## src/bdsl_pkg.sv

```systemverilog
// Shared types and constants for the button debouncer.
package bdsl_pkg;

	localparam int DEB_W      = 8;
	localparam int AGE_W      = 16;
	localparam int CFG_IDX_W  = 2;
	localparam int CFG_DATA_W = 16;

	localparam logic [DEB_W-1:0] DEB_RESET  = 8'd3;
	localparam logic [AGE_W-1:0] LONG_RESET = 16'd120;
	localparam logic [DEB_W-1:0] QUIET_MAX  = '1;
	localparam logic [AGE_W-1:0] AGE_MAX    = '1;

	typedef enum logic [CFG_IDX_W-1:0] {
		REG_DEBOUNCE = 2'd0,
		REG_LONG     = 2'd1
	} cfg_reg_t;

	typedef enum logic [1:0] {
		EV_NONE  = 2'd0,
		EV_SHORT = 2'd1,
		EV_LONG  = 2'd2
	} ev_t;

	typedef struct packed {
		logic [DEB_W-1:0] debounce_ticks;
		logic [AGE_W-1:0] long_ticks;
	} cfg_t;

	typedef struct packed {
		ev_t  ev;
		logic level;
	} result_t;

endpackage

```

## src/button_debounce_short_long_press.sv

```systemverilog
// Top level: button debouncer with short and long press events.
//
// Input channel: in_valid/in_ready with raw_pressed, one poll tick per transfer.
// Output channel: out_valid/out_ready with press_event (0 none, 1 short,
// 2 long) and debounced_pressed; exactly one result per input tick, in order.
// Configuration: cfg_we writes cfg_data to register cfg_index (0 debounce
// ticks, 1 long-press ticks); other indexes are ignored. Write only while idle.
//
// Path: a tick accepted into the input register is evaluated and stored in the
// output register once that register is empty or being read, and its result
// is offered from there.
// Throughput: one tick per cycle while out_ready is high; the state update is a
// single pass of compare and increment logic between input and output registers.
// When the receiver stalls, the result holds in the output register and one
// more tick is still taken into the input register; after that in_ready drops
// until the result is transferred.
// Reset: thresholds return to 3 and 120 ticks, the button is taken as
// released, counters clear and both pipeline stages empty.
module button_debounce_short_long_press (
	input  logic                            clk,
	input  logic                            arst_n,
	input  logic                            in_valid,
	output logic                            in_ready,
	input  logic                            raw_pressed,
	output logic                            out_valid,
	input  logic                            out_ready,
	output logic [1:0]                      press_event,
	output logic                            debounced_pressed,
	input  logic                            cfg_we,
	input  logic [bdsl_pkg::CFG_IDX_W-1:0]  cfg_index,
	input  logic [bdsl_pkg::CFG_DATA_W-1:0] cfg_data
);
	import bdsl_pkg::*;

	cfg_t    cfg;
	result_t res;

	logic valid_s1;
	logic raw_s1;
	logic valid_s2;
	ev_t  ev_s2;
	logic level_s2;
	logic adv;

	bdsl_cfg u_cfg (
		.clk       (clk),
		.arst_n    (arst_n),
		.cfg_we    (cfg_we),
		.cfg_index (cfg_index),
		.cfg_data  (cfg_data),
		.cfg       (cfg)
	);

	// stage 1 moves into the output register when that register is empty or being read
	assign adv      = valid_s1 && (!valid_s2 || out_ready);
	assign in_ready = !valid_s1 || adv;

	bdsl_core u_core (
		.clk    (clk),
		.arst_n (arst_n),
		.step   (adv),
		.raw    (raw_s1),
		.cfg    (cfg),
		.res    (res)
	);

	always_ff @(posedge clk or negedge arst_n) begin
		if (!arst_n) begin
			valid_s1 <= 1'b0;
			valid_s2 <= 1'b0;
		end else begin
			if (in_ready)
				valid_s1 <= in_valid;
			if (adv)
				valid_s2 <= 1'b1;
			else if (out_ready)
				valid_s2 <= 1'b0;
		end
	end

	always_ff @(posedge clk) begin
		if (in_valid && in_ready)
			raw_s1 <= raw_pressed;
		if (adv) begin
			ev_s2    <= res.ev;
			level_s2 <= res.level;
		end
	end

	assign out_valid         = valid_s2;
	assign press_event       = ev_s2;
	assign debounced_pressed = level_s2;

endmodule

```

## src/bdsl_cfg.sv

```systemverilog
// Configuration registers: debounce and long-press thresholds.
module bdsl_cfg (
	input  logic                            clk,
	input  logic                            arst_n,
	input  logic                            cfg_we,
	input  logic [bdsl_pkg::CFG_IDX_W-1:0]  cfg_index,
	input  logic [bdsl_pkg::CFG_DATA_W-1:0] cfg_data,
	output bdsl_pkg::cfg_t                  cfg
);
	import bdsl_pkg::*;

	logic [DEB_W-1:0] debounce_q;
	logic [AGE_W-1:0] long_q;

	always_ff @(posedge clk or negedge arst_n) begin
		if (!arst_n) begin
			debounce_q <= DEB_RESET;
			long_q     <= LONG_RESET;
		end else if (cfg_we) begin
			case (cfg_index)
				REG_DEBOUNCE: debounce_q <= cfg_data[DEB_W-1:0];
				REG_LONG:     long_q     <= cfg_data[AGE_W-1:0];
				default:      ;
			endcase
		end
	end

	assign cfg.debounce_ticks = debounce_q;
	assign cfg.long_ticks     = long_q;

endmodule

```

## src/bdsl_core.sv

```systemverilog
// Debounce and press-classification state with its one-tick update logic.
module bdsl_core (
	input  logic              clk,
	input  logic              arst_n,
	input  logic              step,
	input  logic              raw,
	input  bdsl_pkg::cfg_t    cfg,
	output bdsl_pkg::result_t res
);
	import bdsl_pkg::*;

	logic             last_raw_q;
	logic [DEB_W-1:0] quiet_q;
	logic             stable_q;
	logic [AGE_W-1:0] age_q;
	logic             long_sent_q;

	logic             changed;
	logic [DEB_W-1:0] quiet_n;
	logic [AGE_W-1:0] age_inc;
	logic [AGE_W-1:0] age_n;
	logic             stable_n;
	logic             long_sent_n;
	logic             trans;
	ev_t              ev_n;

	always_comb begin
		changed = raw != last_raw_q;
		if (changed)
			quiet_n = '0;
		else if (quiet_q != QUIET_MAX)
			quiet_n = quiet_q + 1'b1;
		else
			quiet_n = quiet_q;

		age_inc = (stable_q && age_q != AGE_MAX) ? age_q + 1'b1 : age_q;

		trans       = (quiet_n >= cfg.debounce_ticks) && (raw != stable_q);
		stable_n    = stable_q;
		age_n       = age_inc;
		long_sent_n = long_sent_q;
		ev_n        = EV_NONE;

		if (trans) begin
			stable_n = raw;
			if (raw) begin
				age_n       = '0;
				long_sent_n = 1'b0;
			end else if (!long_sent_q && age_inc < cfg.long_ticks) begin
				ev_n = EV_SHORT;
			end
		end

		// one long event per press, on the tick the age reaches the threshold
		if (stable_n && !long_sent_n && age_n >= cfg.long_ticks) begin
			long_sent_n = 1'b1;
			ev_n        = EV_LONG;
		end
	end

	always_ff @(posedge clk or negedge arst_n) begin
		if (!arst_n) begin
			last_raw_q  <= 1'b0;
			quiet_q     <= '0;
			stable_q    <= 1'b0;
			age_q       <= '0;
			long_sent_q <= 1'b0;
		end else if (step) begin
			last_raw_q  <= raw;
			quiet_q     <= quiet_n;
			stable_q    <= stable_n;
			age_q       <= age_n;
			long_sent_q <= long_sent_n;
		end
	end

	assign res.ev    = ev_n;
	assign res.level = stable_n;

endmodule

```

## config.mk

```make
export PLATFORM = sky130hd
export DESIGN_NAME = button_debounce_short_long_press
export DESIGN_NICKNAME = d
export VERILOG_FILES = /design/src/bdsl_pkg.sv /design/src/button_debounce_short_long_press.sv /design/src/bdsl_cfg.sv /design/src/bdsl_core.sv
export SDC_FILE = /design/constraint.sdc
export NUM_CORES = 1
export LEC_CHECK = 0
export ABC_AREA = 1
export BUFFER_PORTS_ARGS = -buffer_cell sky130_fd_sc_hd__buf_2
export CORE_UTILIZATION = 45
export DETAILED_ROUTE_END_ITERATION = 10
export PLACE_DENSITY = 0.73
export SLEW_MARGIN = 25
export SYNTH_ARGS = -nofsm -noshare
export SYNTH_HDL_FRONTEND = slang
export SYNTH_SLANG_ARGS = --single-unit
```

## constraint.sdc

```tcl
create_clock -name clk -period 6.9 [get_ports clk]
set_input_delay 1.38 -clock clk [delete_from_list [all_inputs] [get_ports clk]]
set_output_delay 1.38 -clock clk [all_outputs]
set_load 0.01 [all_outputs]
```

==> impl_results.md <==
* CP endpoint: press_event[1]$_SDFFCE_PP1P_
* Max incr delay on CP at 0.44 ns
* Io pins at 29
* First-pass GRT wire length at 13.85 mm
* Antenna violations before repair at 0
* CTS sink cnt at 57
* Final-report hold violation count at 0
* Starting DRT DRC Count at 159
* Multi-input logic area at 1979 sq um
* Seq/Total Area, Yosys at 38.17%
* Syn nets at 555
* Clk Latency, worst-skew pair at 0.35 ns
* Vias/cell at 5.046
* Worst min-delay path class: flop to flop
* Layout cell share with drive strength beyond 1 at 15.02%
* Die area at 8836 sq um
* Register area at 1454 sq um
* Synthesis-to-layout area growth at 10.94%
* TritonRoute pass-1 iters at 4
* Post-route minimum period at 4.437 ns
* Lkg Pwr at 0.002279 uW
* DRC viols at 0
* Setup slack after layout at 2.463 ns
* CP Cell Sequence: ha_1, nand4_1, nor3_1, inv_1, a21oi_1, o21ai_0, ha_1, inv_1, nand2_1, a21oi_1, o21bai_1, a21oi_1, o21ai_2, nand2_1, inv_1, nor2_1, ha_1, a21oi_1, o21ai_0, a21oi_1, nand3_1, and3_1
* FMAX at 225.4 MHz
* WL/cell at 12.73 um
* Post-cts repair resize count at 0
* Die Y at 94 um
* Status: complete, no violations
* Hpwl dp at 6.115 mm
* Core area at 8217 sq um
* Relative slew slack at 48.86%
* Setup Crit Path Kind: flop to flop
* Peak VDD IR at 0.1107 mV
* Register-to-register setup slack at 2.46 ns
* Max Cap Viol at 0
* Placed Area at 4053 sq um
* CTS tree: yes
* Commonest cells after routing, fill and taps aside: nand2_1, inv_1, dfrtp_1
* Ant diodes at 0
* Final Skew at 0.009832 ns
* Pre-CTS WS at 2.530 ns
* # nets final at 586
* Critical path origin: u_core.quiet_q[0]$_DFFE_PN0P_
* Core Rows at 33
* Yosys reg bits at 57
* R2r endpoint: press_event[1]$_SDFFCE_PP1P_
* Post-CTS Setup Bufs at 0
* Critical path's top delay family: simple AND/OR/NAND/NOR gates
* Synthesized instance count at 490
* Total power per unit cell area at 296.6 nW/um^2
* CTS buffer count at 9
* Final non-filler cell total at 631
* Critical path's most frequent cell: a21oi_1
* Worst path bufs/invs at 3
* Mapped Avg Cell Area at 7.773 sq um
* RD Place Congestion at 0.8907
* Max Slew Vio Count at 0
* Critical path arrival at 4.55 ns
* Vias at 3184
* Post-CTS Hold Fix Bufs at 0
* RSZ-0062 raised after global routing: no
* Vias in the first global route at 3121
* Fill cells at 819
* Clock slew at reported path FFs at 0.07 ns
* Final cycle utilization of the critical path at 64.31%
* I/O Buffers at 28
* CP Launch Type: flop
* Clock Tree Buf Depth at 2
* Post-route ant nets at 0
* Worst Setup End Kind: flop
* Final setup TNS at 0 ns
* Largest net degree at the start of global routing at 54
* Root buffer cell: clkbuf_8
* Final Setup Violations at 0
* Overall Global Routing Usage at 20.52%
* Starting Density at 46.35%
* Die Width at 94 um
* Worst flop-to-flop path startpoint: u_core.quiet_q[0]$_DFFE_PN0P_
* H-Tree Depth at 3
* Crit Path Max Fanout at 12
* Fin util at 51.42%
* Tightest Pin Transition at 0.7652 ns
* Req. time, crit path at 7.01 ns
* Total stage count of the critical path at 22
* Netlist cell types at 38
* Dpl cells at 615
* Warnings from Yosys at 0
* GRT overflow at 0
* Post-route cell area at 4225 sq um
* CP max-delay cell: inv_1
* Reg2reg path depth at 22
* Final WL at 8.035 mm
* Most common cell after layout, fill and taps aside: nand2_1
* Mapped Area at 3809 sq um
[Yosys cell counts, drive strengths merged]
cell type / count / area (sq um)
nand3: 13 / 65.06
o211ai: 1 / 7.510
clkbuf: 8 / 30.03
edfxtp: 4 / 120.1
nand3b: 1 / 7.510
o21bai: 1 / 7.510
dfrtp: 47 / 1176
nor2: 40 / 175.2
nand2: 117 / 469.2
xnor2: 2 / 17.52
a21oi: 31 / 155.2
ha: 41 / 513.0
or2: 1 / 6.260
xor2: 13 / 121.4
clkinv: 1 / 3.750
a2111oi: 1 / 8.760
dfstp: 6 / 157.7
buf: 2 / 16.26
and3: 1 / 6.260
a31oi: 2 / 12.51
nor3: 9 / 56.31
a211oi: 2 / 15.01
o21ai: 52 / 279.0
inv: 86 / 325.3
nand4: 8 / 56.30
[kinds of logic (layout without fill, tap and decap cells)]
family | after synthesis | count (layout) | share of synthesized area [%]
flip-flops | 57 | 57 | 38.17
AO/OA/AOI/OAI | 90 | 90 | 12.75
AND/OR/NAND/NOR | 190 | 190 | 22.11
buffers and inverters | 97 | 133 | 9.855
XOR/XNOR | 15 | 15 | 3.647
adder cells (fa/ha/maj) | 41 | 41 | 13.47
[where the power goes]
group / internal [uW] / total, uW / switching [uW]
Combinational: 185 / 496 / 311
Sequential: 417 / 479 / 61.9
Clock: 139 / 278 / 139
Total: 741 / 1250 / 512
[sequential cells by signal, summed over array words and instances, names as in the netlist, 2 cells and up]
name and flops:
u_core.age_q 16, u_cfg.long_q 16, press_event 2, u_core.quiet_q 8, u_cfg.debounce_q 8
[worst min path at each step]
stage	start	endpoint	slack (ns)	cells after the start
floorplan	u_cfg.debounce_q[2]$_DFFE_PN0P_	u_cfg.debounce_q[2]$_DFFE_PN0P_	0.45	2
global placement	u_cfg.long_q[1]$_DFFE_PN0P_	u_cfg.long_q[1]$_DFFE_PN0P_	0.47	2
detailed placement	u_cfg.long_q[1]$_DFFE_PN0P_	u_cfg.long_q[1]$_DFFE_PN0P_	0.47	2
CTS	u_cfg.long_q[5]$_DFFE_PN1P_	u_cfg.long_q[5]$_DFFE_PN1P_	0.49	2
global route	u_cfg.long_q[6]$_DFFE_PN1P_	u_cfg.long_q[6]$_DFFE_PN1P_	0.52	2
finish	u_cfg.long_q[5]$_DFFE_PN1P_	u_cfg.long_q[5]$_DFFE_PN1P_	0.49	2
[per-stage QoR]
stage | total power (uW) | hold slack (ns)
after floorplan | 853.1 | 0.4530
after global placement | 960.3 | 0.4702
after detailed placement | 976.7 | 0.4749
after CTS | 1261 | 0.4931
after global routing | 1373 | 0.5159
final | 1253 | 0.4915
[per-layer routing]
metal  global-route usage (%)  up-vias  wire, um
met3                    4.126       14       300
met4                    9.487        0       161
li1                         -     1632         -
met5                        0        -         0
met2                    33.45       63      3667
met1                    26.05     1475      3905
[area by class of cell]
class	instances	share of cell area [%]
Sequential cell	57	34.41
Multi-Input combinational cell	336	46.85
Clock buffer	11	3.346
Clock inverter	5	0.7403
Tap cell	105	3.109
Timing Repair Buffer	30	3.761
Inverter	87	7.788
[worst reg2reg max path: cells and delay by family, from the launching register on]
kind	cells	cell delay, ns
AOI/OAI and AO/OA	9	1.12
adders and majority gates	3	0.83
buffers and inverters	3	0.66
DFF	1	0.43
and+or+nand+nor	7	1.17
No activity file was read; power rests on OpenSTA's default activity.
